--- src/sv/scr_pkg.sv ---
// ----------------------------------------------------------------------------
// scr_pkg: shared types and constants of the srgb contrast ratio unit
// sRGB-to-linear table, luminance weights and the beat types that travel
// between the luminance lanes, the divider cells and the output stage
// ----------------------------------------------------------------------------
package scr_pkg;

    localparam int LUM_W = 17;
    localparam int QUO_W = 13;
    localparam int DEN_W = 17;
    localparam int ROM_DEPTH = 256;

    localparam logic [LUM_W-1:0] LUM_MAX  = 17'd65536;
    localparam logic [LUM_W-1:0] LUM_BIAS = 17'd3277;

    localparam logic [15:0] WEIGHT_R = 16'd13933;
    localparam logic [15:0] WEIGHT_G = 16'd46872;
    localparam logic [15:0] WEIGHT_B = 16'd4732;

    // last code on the linear segment of the transfer curve
    localparam int LIN_LAST    = 10;
    localparam int LIN_SLOPE   = 1310720;
    localparam int LIN_HALF    = 32946;
    localparam int LIN_DIVISOR = 65892;

    typedef logic [LUM_W-1:0] t_lum;
    typedef t_lum t_lin_rom [ROM_DEPTH];

    typedef struct packed {
        t_lum lum_a;
        logic is_dark;
    } t_side;

    typedef struct packed {
        logic [DEN_W-1:0] rem;
        logic [QUO_W-1:0] word;
        logic [DEN_W-1:0] den;
        t_side            side;
    } t_div_beat;

    typedef struct packed {
        t_lum             lum_a;
        logic             is_dark;
        logic [QUO_W-1:0] ratio;
    } t_result;

    // evaluated at elaboration only
    function automatic t_lin_rom build_lin_rom();
        t_lin_rom rom;
        real      x;
        for (int k = 0; k < ROM_DEPTH; k++) begin
            if (k <= LIN_LAST) begin
                rom[k] = LUM_W'((LIN_SLOPE * k + LIN_HALF) / LIN_DIVISOR);
            end else begin
                x = real'(1000 * k + 14025) / 269025.0;
                rom[k] = LUM_W'(int'(65536.0 * (x ** 2.4)));
            end
        end
        return rom;
    endfunction

endpackage

--- src/sv/scr_skid.sv ---
// ----------------------------------------------------------------------------
// scr_skid: output register with skid slot
// holds the pipeline when a result waits and a second one is already out
// ----------------------------------------------------------------------------
module scr_skid (
    input  logic             i_clk,
    input  logic             i_rst_n,
    input  logic             i_valid,
    input  scr_pkg::t_result i_data,
    output logic             o_en,
    output logic             o_valid,
    output scr_pkg::t_result o_data,
    input  logic             i_ready
);

    logic             r_out_valid;
    scr_pkg::t_result r_out;
    logic             r_skid_valid;
    scr_pkg::t_result r_skid;

    logic n_free;
    logic n_in;

    always_comb begin
        n_free = !r_out_valid || i_ready;
        n_in   = i_valid && !r_skid_valid;
    end

    always_ff @(posedge i_clk) begin
        if (!i_rst_n) begin
            r_out_valid  <= 1'b0;
            r_skid_valid <= 1'b0;
        end else if (n_free) begin
            r_out_valid  <= r_skid_valid || n_in;
            r_skid_valid <= 1'b0;
        end else if (n_in) begin
            r_skid_valid <= 1'b1;
        end
    end

    always_ff @(posedge i_clk) begin
        if (n_free) begin
            r_out <= r_skid_valid ? r_skid : i_data;
        end else if (n_in) begin
            r_skid <= i_data;
        end
    end

    assign o_en    = !r_skid_valid;
    assign o_valid = r_out_valid;
    assign o_data  = r_out;

endmodule

--- config.mk ---
export PLATFORM = sky130hd
export DESIGN_NAME = scr_skid
export DESIGN_NICKNAME = d
export VERILOG_FILES = /design/src/sv/scr_pkg.sv /design/src/sv/scr_skid.sv
export SDC_FILE = /design/constraint.sdc
export NUM_CORES = 1
export LEC_CHECK = 0
export BUFFER_PORTS_ARGS = -buffer_cell sky130_fd_sc_hd__buf_2
export CAP_MARGIN = 25
export CORE_AREA = 2 2 78 117
export DETAILED_ROUTE_END_ITERATION = 8
export DIE_AREA = 0 0 80 119
export PLACE_DENSITY = 0.59
export RECOVER_POWER = 50
export SLEW_MARGIN = 10
export SYNTH_ARGS = -nofsm -noshare
export SYNTH_HDL_FRONTEND = slang
export SYNTH_SLANG_ARGS = --single-unit
--- constraint.sdc ---
create_clock -name i_clk -period 5.1 [get_ports i_clk]
set_input_delay 0.255 -clock i_clk [delete_from_list [all_inputs] [get_ports i_clk]]
set_output_delay 0.255 -clock i_clk [all_outputs]
set_load 0.02 [all_outputs]
# Word-level counts from Yosys, hierarchy flattened
# Index checks and enable logic that the tools add are counted.
[totals]
regBits = 64
in_bits = 35
out_inout_bits = 33
elab_cells = 18
[op_classes]
n_mux = 1
bitwise = 2
reduce_logical = 7
[op_table]
columns = ["operator", "n"]
rows = [
  ["two-way mux 31 bit", 1],
  ["logical NOT 1 bit", 2],
  ["logical OR 1 bit", 2],
  ["inverter 1 bit", 2],
  ["AND reduction 2 bit", 1],
  ["OR reduction 2 bit", 1],
  ["logical AND 1 bit", 1],
]

# Logic depth before layout (Yosys ltp)
[depth]
depth_word = 4
depth_mapped = 4

# Worst setup path before layout
# OpenSTA, ideal clock, no wires.
[synth_path]
path_kind = "register to register"
from = "register r_out_valid (netlist: o_valid)"
to = "register r_skid[0] (netlist bit), enable pin"
setup_time_ns = 0.464
arrival_time_ns = 3.619
required_time_ns = 4.636
path_slack_ns = 1.017
path_stages_with_launch = 3
n_path_buf = 0
path_cell_list = "dfxtp_1 > nand2b_1 > nor3b_1"
[synth_via]
elab_chain_cells = 4
[synth_rtl]
columns = ["element", "line", "rtl"]
rows = [
  ["start, declared", "scr_skid.sv:16", "logic r_out_valid;"],
  ["start signal, assigned", "scr_skid.sv:34", "r_out_valid <= r_skid_valid || n_in;"],
  ["logical NOT 1 bit", "scr_skid.sv:25", "n_free = !r_out_valid || i_ready;"],
  ["logical OR 1 bit", "scr_skid.sv:25", ""],
  ["net n_free", "scr_skid.sv:21", "logic n_free;"],
  ["inverter 1 bit (no source line)", "-", ""],
  ["AND reduction 2 bit (no source line)", "-", ""],
  ["end signal, assigned", "scr_skid.sv:45", "r_skid <= i_data;"],
  ["end, declared", "scr_skid.sv:19", "scr_pkg::t_result r_skid;"],
]
# The timed path passes the listed nets, and every way through them passes these cells.
# A chain may end at the register's enable or synchronous reset.

# Worst setup path in the final report
[layout_path]
from = "register r_out_valid (netlist: o_valid)"
to = "register r_skid[6] (netlist bit), enable pin"
# The elaborated chain is that of the path after synthesis.

==> impl_metrics.py <==
metrics = {
    "sta": {
        "slew-limit-headroom_pct": -7.28,
        "setup_viol_count_final": 0,
        "timing.fmax_mhz": 373,
        "layout_worst_path_cycle_share_pct": 52.5,
        "finalHoldViolCount": 0,
        "worst_pin_slew_ns": 1.61,
        "finClkSkew_ns": 0.00642,
        "slew_viol_final": 35,
        "rsz0062_at_grt": "false",
        "fin_tns_setup_ns": 0,
        "fin_crit_ns": 2.68,
    },
    "run_status": {
        "violations": "max-capacitance violations, max-slew violations",
        "outcome": "complete, but fails checks",
    },
    "floorplanning": {
        "die_area_sq_mm": 0.00952,
        "boundaryPins": 68,
        "initial_utilization_pct": 28.6,
        "die_h_microns": 119,
        "die_w_microns": 80,
        "core_area_sq_mm": 0.00862,
        "rows": 42,
    },
    "cts": {
        "clkSinkCount": 64,
        "post_cts_resized": 0,
        "cts_tree": "yes",
        "cts_buffer_depth": 2,
        "cts-htree-levels": 3,
        "ctsHoldBuffers": 0,
        "cts_buffers": 9,
        "clk_pin_slew_worst_paths_ns": 0.05,
        "ctsRootBufferMaster": "clkbuf_16",
        "clk_latency_ns": 0.32,
        "cts_setup_buffers": 0,
    },
    "yosys": {
        "synth_area_sq_mm": 0.00247,
        "postSynthAreaPerCell_sq_um": 23.5,
        "ys_seq_area_share_pct": 77.1,
        "syn_inst": 105,
        "synth_warnings": 0,
        "syn-num-nets": 140,
        "yosys_register_bits": 64,
        "yosysUniqueCellTypes": 12,
    },
    "setup_path": {
        "path_buf_inv": 1,
        "end_kind": "flop",
        "cp_max_fo": 34,
        "criticalPathCategory": "reg -> reg",
        "cp.depth": 3,
        "cp.arrival_ns": 2.66,
        "critPathRequiredTime_ns": 5.08,
        "reg2regPathDepth": 3,
        "cpPeakStageDelay_ns": 0.82,
        "crit_slowest_cell": "nand2b_1",
        "crit_chain": "nand2b_1, nor3b_2, buf_4",
        "critPathLaunchType": "flop",
        "critical-path-top-delay-family": "simple AND/OR/NAND/NOR gates",
    },
    "power": {
        "leakagePower_nw": 1.08,
        "pwr_density_cell_mw_per_mm2": 412,
        "peakVddDrop_v": 0.000213,
    },
    "global_route": {
        "grt_antenna_before_repair": 0,
        "grt.total_usage_pct": 9.52,
        "grt_pass1_wl_mm": 6.47,
        "grt_pass1_vias": 1175,
        "grt_max_degree": 35,
        "gr-total-overflow": 0,
    },
    "placement": {
        "placed_area_sq_mm": 0.00289,
        "placedCellCount": 279,
        "dp_hpwl_mm": 3.01,
        "port_buffers": 67,
        "gp_congestion": 0.768,
    },
    "final_layout": {
        "stdcell_count": 296,
        "layout_common_cells": "edfxtp_1, clkbuf_1, mux2_4, buf_2, clkbuf_16",
        "final_area_sq_mm": 0.00311,
        "finalNetCount": 216,
        "num_antenna_cells": 0,
        "nFillCells": 860,
        "syn2layout_area_growth_pct": 25.9,
        "layout_commonest_cell": "edfxtp_1",
        "final_core_util_pct": 36.0,
        "drive_gt1_share_pct": 31.2,
    },
    "route": {
        "wl_per_cell_microns": 14.6,
        "via_per_inst": 4.06,
        "postRouteAntennaNets": 0,
        "dr_total_vias": 1201,
        "drt_wl_total_mm": 4.33,
        "remaining_drc_errors": 0,
        "drt_iter0_markers": 83,
        "dr.pass1.iters": 4,
    },
    "flow_run": {
        "drv_cap": 1,
    },
    "hold_path": {
        "worstHoldPathCells": 1,
        "min_path_type": "in -> reg",
    },
}
[final timing paths]
kind,startpoint,end,slack [ns]
worst max register to register,o_valid$_SDFFE_PN0P_,r_skid[6]$_DFFE_PP_,2.42
worst min-delay path,i_data[24],r_skid[24]$_DFFE_PP_,0.13
worst max-delay path,o_valid$_SDFFE_PN0P_,r_skid[6]$_DFFE_PP_,2.42
worst min register to register,r_skid[27]$_DFFE_PP_,o_data[27]$_DFFE_PP_,0.54
[cells by family (layout without fill, tap and decap cells)]
logic type / count (synthesis) / after routing / synth area share [%]
flops: 64 / 64 / 77.1
buf+inv: 5 / 86 / 3.04
simple gates: 4 / 4 / 1.32
mux: 31 / 31 / 18.3
compound gates: 1 / 1 / 0.304
[stage by stage]
stage,worst slack [ns],power [mW],hold WS [ns]
floorplan,1.02,0.685,0.354
global placement,2.82,0.724,0.450
detailed placement,2.72,0.725,0.449
CTS,2.84,1.31,0.114
global route,2.11,1.33,0.109
finish,2.42,1.28,0.125
[metal layers]
metal / part of all wire [%] / global-route usage, % / up-vias
li1: - / - / 568
met1: 38 / 10.0 / 580
met2: 55 / 16.5 / 46
met3: 5.7 / 3.26 / 7
met4: 1.6 / 4.77 / 0
met5: 0 / 0 / -
[layout make-up]
| type | count | area (sq um) | area share, % |
|---|---|---|---|
| clock buffer | 10 | 229 | 7.37 |
| timing repair buffer | 69 | 293 | 9.43 |
| multi-input combinational | 36 | 480 | 15.5 |
| tap | 110 | 138 | 4.43 |
| inverter | 1 | 3.75 | 0.121 |
| clock inverter | 6 | 60.1 | 1.93 |
| sequential | 64 | 1900 | 61.2 |
[where the power goes]
part | leakage (nW) | total [mW] | switching, mW | internal (mW)
clock network | 0.138 | 0.575 | 0.200 | 0.375
logic | 0.322 | 0.0878 | 0.0538 | 0.0340
registers | 0.619 | 0.616 | 0.00843 | 0.608
[flip-flops by register name (all words and copies together), names as in the netlist]
register,cells
o_valid,1
r_skid_valid,1
r_skid,31
o_data,31
[synthesized netlist by cell type]
cell      number  area share, %
a21boi_0       1           0.30
nor3b_2        1           0.51
mux2_4        27             16
dfxtp_1        2            1.6
buf_12         3            2.4
mux2_2         4            1.8
nor2_2         1           0.25
inv_1          1           0.15
edfxtp_1      62             75
nor3b_1        1           0.30
nand2b_1       1           0.25
buf_6          1           0.46
[worst register-to-register path, delay by kind of cell (launching register included)]
family        cells  cell delay, ns
buf+inv           1            0.43
flops             1            0.33
simple gates      2            1.58
No activity file was read; power rests on OpenSTA's default activity.
