`src/sv/scr_pkg.sv`:
```
// ----------------------------------------------------------------------------
// scr_pkg: shared types and constants of the srgb contrast ratio unit
// sRGB-to-linear table, luminance weights and the beat types that travel
// between the luminance lanes, the divider cells and the output stage
// ----------------------------------------------------------------------------
package scr_pkg;

    localparam int LUM_W = 17;
    localparam int QUO_W = 13;
    localparam int DEN_W = 17;
    localparam int ROM_DEPTH = 256;

    localparam logic [LUM_W-1:0] LUM_MAX  = 17'd65536;
    localparam logic [LUM_W-1:0] LUM_BIAS = 17'd3277;

    localparam logic [15:0] WEIGHT_R = 16'd13933;
    localparam logic [15:0] WEIGHT_G = 16'd46872;
    localparam logic [15:0] WEIGHT_B = 16'd4732;

    // last code on the linear segment of the transfer curve
    localparam int LIN_LAST    = 10;
    localparam int LIN_SLOPE   = 1310720;
    localparam int LIN_HALF    = 32946;
    localparam int LIN_DIVISOR = 65892;

    typedef logic [LUM_W-1:0] t_lum;
    typedef t_lum t_lin_rom [ROM_DEPTH];

    typedef struct packed {
        t_lum lum_a;
        logic is_dark;
    } t_side;

    typedef struct packed {
        logic [DEN_W-1:0] rem;
        logic [QUO_W-1:0] word;
        logic [DEN_W-1:0] den;
        t_side            side;
    } t_div_beat;

    typedef struct packed {
        t_lum             lum_a;
        logic             is_dark;
        logic [QUO_W-1:0] ratio;
    } t_result;

    // evaluated at elaboration only
    function automatic t_lin_rom build_lin_rom();
        t_lin_rom rom;
        real      x;
        for (int k = 0; k < ROM_DEPTH; k++) begin
            if (k <= LIN_LAST) begin
                rom[k] = LUM_W'((LIN_SLOPE * k + LIN_HALF) / LIN_DIVISOR);
            end else begin
                x = real'(1000 * k + 14025) / 269025.0;
                rom[k] = LUM_W'(int'(65536.0 * (x ** 2.4)));
            end
        end
        return rom;
    endfunction

endpackage

```
`src/sv/scr_div_cell.sv`:
```
// ----------------------------------------------------------------------------
// scr_div_cell: one restoring division step
// brings in the next dividend bit, subtracts the divisor when it fits and
// shifts the quotient bit into the word
// ----------------------------------------------------------------------------
module scr_div_cell (
    input  logic               i_clk,
    input  logic               i_rst_n,
    input  logic               i_en,
    input  logic               i_valid,
    input  scr_pkg::t_div_beat i_beat,
    output logic               o_valid,
    output scr_pkg::t_div_beat o_beat
);

    logic               r_valid;
    scr_pkg::t_div_beat r_beat;

    logic [scr_pkg::DEN_W:0]   n_trial;
    logic [scr_pkg::DEN_W:0]   n_diff;
    logic                      n_fits;
    scr_pkg::t_div_beat        n_beat;

    always_comb begin
        n_trial = {i_beat.rem, i_beat.word[scr_pkg::QUO_W-1]};
        n_diff  = n_trial - {1'b0, i_beat.den};
        n_fits  = n_trial >= {1'b0, i_beat.den};
        n_beat      = i_beat;
        n_beat.rem  = n_fits ? n_diff[scr_pkg::DEN_W-1:0] : n_trial[scr_pkg::DEN_W-1:0];
        n_beat.word = {i_beat.word[scr_pkg::QUO_W-2:0], n_fits};
    end

    always_ff @(posedge i_clk) begin
        if (!i_rst_n) begin
            r_valid <= 1'b0;
        end else if (i_en) begin
            r_valid <= i_valid;
        end
    end

    always_ff @(posedge i_clk) begin
        if (i_en) begin
            r_beat <= n_beat;
        end
    end

    assign o_valid = r_valid;
    assign o_beat  = r_beat;

endmodule

```
`config.mk`:
```
export PLATFORM = sky130hd
export DESIGN_NAME = scr_div_cell
export DESIGN_NICKNAME = d
export VERILOG_FILES = /design/src/sv/scr_pkg.sv /design/src/sv/scr_div_cell.sv
export SDC_FILE = /design/constraint.sdc
export NUM_CORES = 1
export LEC_CHECK = 0
export ABC_AREA = 1
export BUFFER_PORTS_ARGS = -buffer_cell sky130_fd_sc_hd__buf_4
export CAP_MARGIN = 10
export CORE_MARGIN = 5
export CORE_UTILIZATION = 28
export CTS_CLUSTER_DIAMETER = 120
export DETAILED_ROUTE_END_ITERATION = 16
export PLACE_DENSITY_LB_ADDON = 0.3
export SLEW_MARGIN = 20
export SYNTH_ARGS = -nofsm -noshare
export SYNTH_HDL_FRONTEND = slang
export SYNTH_SLANG_ARGS = --single-unit
export TNS_END_PERCENT = 1
```
`constraint.sdc`:
```
create_clock -name i_clk -period 5.7 [get_ports i_clk]
set_clock_uncertainty 0.05 [all_clocks]
set_input_delay 1.14 -clock i_clk [delete_from_list [all_inputs] [get_ports i_clk]]
set_output_delay 1.14 -clock i_clk [all_outputs]
set_load 0.01 [all_outputs]
```
# Yosys cells after proc, flatten, opt, wreduce, memory -nomap -nowiden
# Cells that the tools add are included.
# W data, S select, Z words.
[word_totals]
in_bits = 69
mem_count = 0
elab_cells = 9
output_inout_bits = 66
mem_bits_ro = 0
ramBits = 0
latch_bits = 0
regBits = 66
[classes]
n_mux = 1
n_addsub = 1
div = 0
n_reduce_logical = 0
eq_ne = 0
order_cmp = 1
n_mul = 0
bitwise_logic = 0
shift = 0
[ops]
columns = ["cell", "n"]
rows = [
  ["$ge A18 B17 Y1", 1],
  ["$mux W17", 1],
  ["$sub A17 B17 Y17", 1],
]

# Logic depth before layout (Yosys ltp)
# Gate-level depths: netlist (run 1).
[logic_depth]
ltp_word = 2
ltp_mapped = 14
mapped_depth_nobuf = 14

# Worst setup path before layout (run 1)
# OpenSTA, ideal clock, no wires.
[synth_path]
path_kind = "input port to flip-flop"
from = "in i_beat[47] (netlist name)"
to = "reg r_beat, in the netlist o_beat[52] (data pin)"
setup_time_ns = 0.252
stages = 11
required_ns = 5.398
slack_ns = 2.920
n_path_buf = 1
t_arrival_ns = 2.478
cell_sequence = "inv_1 > ha_1 > inv_1 > fa_1 > nand3_1 > nand3_1 > nand2_2 > nand2_4 > buf_8 > nand2_2 > nand2_1"
[synth_lines]
columns = ["item", "line_no", "source"]
rows = [
  ["from (decl)", "scr_div_cell.sv:11", "input scr_pkg::t_div_beat i_beat,"],
  ["to (signal assigned)", "scr_div_cell.sv:43", "r_beat <= n_beat;"],
  ["to (decl)", "scr_div_cell.sv:17", "scr_pkg::t_div_beat r_beat;"],
]

==> flow_summary.yaml, run 1 <==
timing:
  rsz0062_at_grt: "false"
  slew_violations: 0
  max_slew_margin_pct: 41.4
  hold_viol: 0
  clock.fmax_mhz: 316
  holdWs_ns: 0.503
  tightest_slew_ns: 0.880
  setup_viol: 0
  fin_crit_sh_pct: 55.5
  fin_crit_ns: 3.17
  fin_setup_tns_ns: 0
layout:
  area_growth_pct: 42.4
  nFillCells: 1190
  final_common_cell: "buf_4"
  design_area_sq_mm: 0.00494
  antenna_cells: 0
  drive_above_1_share_pct: 32.8
  layout_common_cells: "buf_4, nand2_1, inv_1, edfxtp_1, nand3_1"
  layout.cells.non_filler: 684
  final_net_count: 598
clock_network:
  cts_tree: "done"
  cts_hold_buf: 0
  cts_setup_buffers: 0
  clockRootBuffer: "clkbuf_16"
  clk_latency_ns: 0.33
  cts.clk_slew.worst_paths_ns: 0.06
  ctsHtreeMaxLevel: 3
  clockBufferDepth: 2
  cts_buffers: 9
  clock_sinks: 66
  cts_resized: 0
power:
  leakage_nw: 2.46
  ir_worst_vdd_mv: 0.132
  switching_share_pct: 26.3
  seq_power_share_pct: 41.8
  p_int_mw: 1.06
  power_frac_clock_pct: 37.6
  cellPowerDensity_mw_per_mm2: 292
  switching_power_mw: 0.380
  p_comb_share_pct: 20.6
drt:
  routed_wl_microns: 9160
  drt-wirelength-per-cell_microns: 13.4
  firstDrtPassIters: 5
  vias: 2880
  vias_per_cell: 4.21
  dr.first_iter.drc_count: 171
  ant_nets: 0
  drc: 0
synth:
  syn_avg_cell_area_sq_um: 9.38
  synth_nets: 457
  yosysWarnings: 0
  ys_seq_area_share_pct: 56.8
  syn_area_sq_mm: 0.00347
  syn_inst: 370
  ys_ff_latch: 66
  yosysUniqueCellTypes: 25
global_routing:
  grt_pass1_wl_microns: 14400
  grt_use_total_pct: 12.6
  grt_max_degree: 68
  antenna_found_initial: 0
  first_global_vias: 2842
  grt_overflow: 0
floorplan:
  io_pins: 135
  row_count: 40
  core_sq_mm: 0.0121
  die_height_microns: 121
  start_util_pct: 28.8
  die_area_sq_mm: 0.0147
  die_width_microns: 121
critical_path:
  start_kind: "primary input"
  worstSetupEndpointType: "flop"
  crit_required_ns: 5.74
  worstPathArrival_ns: 3.20
  cp_max_fo: 18
  criticalPathCategory: "in2reg"
place:
  dp_cells: 668
  gp_congestion: 0.824
  placed_area_sq_mm: 0.00465
  dp_hpwl_microns: 6880
  io_buffers: 134
run_status:
  status: "completed"
flow_run:
  cap_violations: 0
worst_hold_path:
  hp-class: "reg2reg"
## synth_stat cells (all sizes together)
| cell | n | area [sq um] |
|---|---|---|
| nand4 | 4 | 25.0 |
| inv | 69 | 259 |
| nand3b | 1 | 7.51 |
| nor2 | 12 | 52.6 |
| a21oi | 12 | 63.8 |
| ha | 17 | 213 |
| dfxtp | 1 | 20.0 |
| o21ai | 2 | 10.0 |
| edfxtp | 65 | 1950 |
| buf | 4 | 32.5 |
| nor3 | 4 | 31.3 |
| fa | 1 | 20.0 |
| xor2 | 7 | 61.3 |
| nand2 | 138 | 556 |
| nand3 | 32 | 160 |
| and2 | 1 | 6.26 |
## layer usage
metal  vias to the layer above  routed length [microns]  global-route usage [%]
li1                       1475                        -                       -
met5                         -                        0                       0
met4                         0                      130                    4.13
met3                         8                      907                    5.22
met2                       122                     4010                    20.1
met1                      1275                     4110                    15.4
## power by group through the flow
| stage | logic (mW) | registers (mW) | clock network (mW) |
|---|---|---|---|
| after floorplan | 0.129 | 0.639 | 0 |
| final | 0.297 | 0.605 | 0.543 |
| after global routing | 0.335 | 0.608 | 0.587 |
| after global placement | 0.299 | 0.615 | 0 |
| after detailed placement | 0.301 | 0.615 | 0 |
| after CTS | 0.303 | 0.606 | 0.563 |
## state kept, by name, indices dropped and copies added, names as in the netlist
register	flops
o_beat	65
o_valid	1
## cells by family (layout without fill, tap and decap cells)
kind of cell / count (synthesis) / count (layout) / synth area share, %
AO/OA/AOI/OAI: 14 / 14 / 2.13
flip-flops: 66 / 66 / 56.8
adder cells (fa/ha/maj): 18 / 18 / 6.71
buffers and inverters: 73 / 219 / 8.40
AND/OR/NAND/NOR: 192 / 192 / 24.2
XOR/XNOR: 7 / 7 / 1.77
## area by class of cell
type	count	area, sq um	share of cell area [%]
Tap cell	168	210	4.25
Clock inverter	5	55.1	1.11
Multi-Input combinational cell	231	1210	24.4
Clock buffer	11	233	4.71
Sequential cell	66	1970	39.9
Timing Repair Buffer	134	1010	20.4
Inverter	69	259	5.24
## worst max-delay path: stages
cell     delay (ns)
buf_4          0.08
inv_1          0.03
ha_1           0.36
nand2_1        0.12
inv_2          0.05
nand2_1        0.10
a21oi_2        0.08
nor3_4         0.68
nand2_4        0.33
nand2_1        0.16
nand2_1        0.06
## path summary, 6_finish.rpt
kind	from	endpoint	cells past startpoint	slack (ns)
max	i_beat[30]	o_beat[62]	11	2.53
min reg2reg	o_valid	o_valid	2	0.50
max reg2reg	o_valid	o_valid	2	4.98
min	o_valid	o_valid	2	0.50
## through the flow
stage,worst slack [ns],util (%),power (mW)
4_1_cts,2.51,41.0,1.47
2_1_floorplan,2.92,-,0.768
3_3_place_gp,2.15,38.6,0.914
5_1_grt,2.32,41.0,1.53
3_5_place_dp,2.15,38.6,0.916
6_report,2.53,41.0,1.44
No activity file was read; power rests on OpenSTA's default activity.
==> inputs of run 2 (changes only) <==
- clock period: 5.7 -> 2.7 ns (I/O delays scaled with it)
==> flow_summary.yaml, run 2 (same netlist as run 1, synthesis figures left out) <==
timing:
  tightest_slew_ns: 0.593
  fin_ws_ns: 0.529
  fin_crit_ns: 2.17
  rsz0062_at_grt: "false"
  max_slew_margin_pct: 60.5
  clock.fmax_mhz: 461
  hold_viol: 0
  fin_setup_tns_ns: 0
  holdWs_ns: 0.337
  slew_violations: 0
  setup_viol: 0
  fin_crit_sh_pct: 80.4
clock_network:
  cts_buffers: 9
  clk_latency_ns: 0.32
  cts_tree: "done"
  clockBufferDepth: 2
  clockRootBuffer: "clkbuf_16"
  ctsHtreeMaxLevel: 3
  cts_resized: 0
  cts.clk_slew.worst_paths_ns: 0.05
  clock_sinks: 66
global_routing:
  grt_busiest_layer: "met2"
  antenna_found_initial: 0
  met2_usage_pct: 21.2
  first_global_vias: 3008
  grt_pass1_wl_microns: 15000
  grt_overflow: 0
  grt_use_met1_pct: 16.1
  met3_usage_pct: 4.90
  grt_max_degree: 46
  grt_use_total_pct: 13.1
place:
  io_buffers: 134
  placed_area_sq_mm: 0.00488
  dp_hpwl_microns: 7330
  gp_congestion: 0.836
  pre_cts_ws_ns: -0.223
  dp_cells: 696
layout:
  antenna_cells: 0
  area_growth_pct: 49.2
  layout_common_cells: "buf_4, nand2_1, inv_1, edfxtp_1, nand3_1"
  final_util_pct: 42.9
  largest_reg_flops: 65
  final_net_count: 628
  layout.cells.non_filler: 714
  nFillCells: 1148
  drive_above_1_share_pct: 36.4
  final_common_cell: "buf_4"
  design_area_sq_mm: 0.00518
critical_path:
  crit_chain: "buf_4 -> inv_1 -> ha_1 -> inv_1 -> fa_1 -> nand3_1 -> nand3_1 -> nand2_1 -> nand2_1 -> nand2_1 -> nand2_1 -> nand2_1 -> nand2_1 -> nand2_1 -> nand2_1"
  worstPathArrival_ns: 2.20
  path_delay_family: "simple AND/OR/NAND/NOR gates"
  cp_max_fo: 4
  path_buf_inv: 3
  crit_required_ns: 2.73
  criticalPathCategory: "in2reg"
  cp_slowest_stage_delay_ns: 0.43
  worstSetupEndpointType: "flop"
  slowest_stage: "fa_1"
  cpMostUsedCell: "nand2_1"
  start_kind: "primary input"
floorplan:
  die_width_microns: 121
  core_sq_mm: 0.0121
  die_height_microns: 121
  die_area_sq_mm: 0.0147
  row_count: 40
  start_util_pct: 28.8
  io_pins: 135
drt:
  vias: 3018
  vias_per_cell: 4.23
  firstDrtPassIters: 4
  routed_wl_microns: 9410
  dr.first_iter.drc_count: 233
  drt-wirelength-per-cell_microns: 13.2
  drc: 0
  ant_nets: 0
power:
  ir_worst_vdd_mv: 0.241
  power_mw: 3.10
  switching_share_pct: 26.2
  seq_power_share_pct: 41.1
  switching_power_mw: 0.814
  p_comb_share_pct: 22.1
  leakage_nw: 2.61
  power_frac_clock_pct: 36.8
  p_int_mw: 2.29
  cellPowerDensity_mw_per_mm2: 599
flow_run:
  cap_violations: 0
run_status:
  status: "completed"
worst_hold_path:
  hp-class: "in2reg"
-- run 2: cell count changes in the layout (fill, tap and decap cells not counted) --
cell and delta:
buf_4 +29, buf_12 +1, clkbuf_1 -1, clkinv_1 +1, clkinv_4 -1, clkinvlp_4 +1
-- run 2: area by class of cell --
class	instances	area (sq um)	share of cell area (%)
clock inverter	6	57.6	1.11
inverter	69	259	5.00
timing repair buffer	164	1240	24.0
clock buffer	10	229	4.42
multi-input combinational	231	1210	23.3
sequential	66	1970	38.1
tap	168	210	4.06
-- run 2: power by group through the flow --
stage	combinational, mW	clock [mW]	sequential [mW]
global route	0.769	1.22	1.28
detailed placement	0.691	0	1.30
finish	0.686	1.14	1.27
CTS	0.694	1.18	1.28
global placement	0.685	0	1.30
floorplan	0.273	0	1.35
-- run 2: metal layers --
metal / share of wire [%] / vias up
met3: 9.9 / 15
met2: 44 / 120
met1: 44 / 1347
met4: 1.7 / 0
li1: - / 1536
met5: 0 / -
-- run 2: what timing repair did --
item,4_1_cts,5_1_grt
hold buffers,0,0
endpoints found under the setup margin,0,17
buffers inserted,0,2
-- run 2: worst paths after layout --
path	slack (ns)	startpoint	to	cells after the start
worst max-delay path	0.53	i_beat[47]	o_beat[62]	15
worst min-delay path	0.34	i_beat[6]	o_beat[6]	1
worst max register to register	1.99	o_valid	o_valid	2
worst min register to register	0.51	o_valid	o_valid	2
==> inputs of run 3 (changes only) <==
- clock period: 2.7 -> 2.2 ns (I/O delays scaled with it)
==> flow_summary.yaml, run 3 (same netlist as run 1, synthesis figures left out) <==
worst_hold_path:
  holdPathStages: 1
  hp-class: "in2reg"
critical_path:
  cpMostUsedCell: "nand2_1"
  slowest_stage: "fa_1"
  worstPathArrival_ns: 1.98
  path_delay_family: "simple AND/OR/NAND/NOR gates"
  reg2regPathDepth: 2
  crit_required_ns: 2.23
  cp.depth: 15
  worstSetupEndpointType: "flop"
  path_buf_inv: 3
  cp_max_fo: 4
  crit_chain: "buf_4 -> inv_1 -> ha_1 -> inv_1 -> fa_1 -> nand3_1 -> nand3_1 -> nand2_1 -> nand2_1 -> nand2_1 -> nand2_1 -> nand2_1 -> nand2_1 -> nand2_1 -> nand2_1"
  start_kind: "primary input"
  r2r_setup_slack_ns: 1.50
  criticalPathCategory: "in2reg"
  cp_slowest_stage_delay_ns: 0.42
clock_network:
  clockBufferDepth: 2
  cts.clk_slew.worst_paths_ns: 0.05
  ctsHtreeMaxLevel: 3
  cts_setup_buffers: 0
  clk_latency_ns: 0.32
  clock_sinks: 66
  clockRootBuffer: "clkbuf_16"
  cts_resized: 0
  cts_hold_buf: 0
  cts_tree: "done"
  cts_buffers: 9
drt:
  drc: 0
  vias: 2975
  routed_wl_microns: 9280
  vias_per_cell: 4.20
  firstDrtPassIters: 5
  ant_nets: 0
  dr.first_iter.drc_count: 211
  drt-wirelength-per-cell_microns: 13.1
layout:
  final_common_cell: "buf_4"
  design_area_sq_mm: 0.00517
  layout.cells.non_filler: 709
  layout_common_cells: "buf_4, nand2_1, inv_1, edfxtp_1, nand3_1"
  area_growth_pct: 49.1
  largest_reg_flops: 65
  final_net_count: 623
  antenna_cells: 0
  drive_above_1_share_pct: 36.2
timing:
  fin_setup_tns_ns: 0
  setup_viol: 0
  hold_viol: 0
  fin_crit_ns: 1.94
  rsz0062_at_grt: "false"
  clock.fmax_mhz: 514
  fin_ws_ns: 0.256
  tightest_slew_ns: 0.305
  fin_crit_sh_pct: 88.4
  max_slew_margin_pct: 79.6
  slew_violations: 0
place:
  pre_cts_ws_ns: -0.125
  io_buffers: 134
  gp_congestion: 0.837
  dp_hpwl_microns: 7530
  dp_cells: 693
  placed_area_sq_mm: 0.00485
floorplan:
  die_height_microns: 121
  start_util_pct: 28.8
  core_sq_mm: 0.0121
  row_count: 40
  die_area_sq_mm: 0.0147
  die_width_microns: 121
  io_pins: 135
power:
  cellPowerDensity_mw_per_mm2: 753
  power_mw: 3.90
  leakage_nw: 2.60
  ir_worst_vdd_mv: 0.401
run_status:
  status: "completed"
global_routing:
  grt_overflow: 0
  grt_max_degree: 38
  antenna_found_initial: 0
  grt_pass1_wl_microns: 14900
  first_global_vias: 2957
  grt_use_total_pct: 12.9
flow_run:
  cap_violations: 0
run 3: where the power goes:
part	switching [mW]	total [mW]	internal [mW]
Clock	0.517	1.50	0.988
Sequential	0.0366	1.57	1.53
Combinational	0.429	0.826	0.397
Total	0.982	3.90	2.92
run 3: metal layers:
layer  GRT usage (%)  vias up  wire (microns)
met4            4.62        0             163
met5               0        -               0
met2            20.0      127            4100
met1            16.4     1309            4040
met3            4.99       14             973
li1                -     1525               -
run 3: worst reg2reg max path, delay by kind of cell (launching register included):
family,cells,cell delay [ns]
DFF,1,0.30
AOI/OAI and AO/OA,2,0.22
run 3: path summary, 6_finish.rpt:
path	startpoint	end
setup / recovery	i_beat[47]	o_beat[62]
hold / removal	i_beat[3]	o_beat[3]
hold reg to reg	o_valid	o_valid
setup reg to reg	o_valid	o_valid
run 3: final cells by class:
class,instances,area [sq um]
fillers,1190,6890
clock inverters,7,93.8
clock buffers,9,225
well taps,168,210
multi-input cells,231,1210
repair buffers,159,1210
flip-flops and latches,66,1970
inverters,69,259
run 3: through the flow:
stage	util, %	hold WS [ns]
after floorplan	-	0.483
after global placement	40.2	0.474
after detailed placement	40.2	0.491
after CTS	42.9	0.221
after global routing	42.9	0.213
final	42.9	0.238
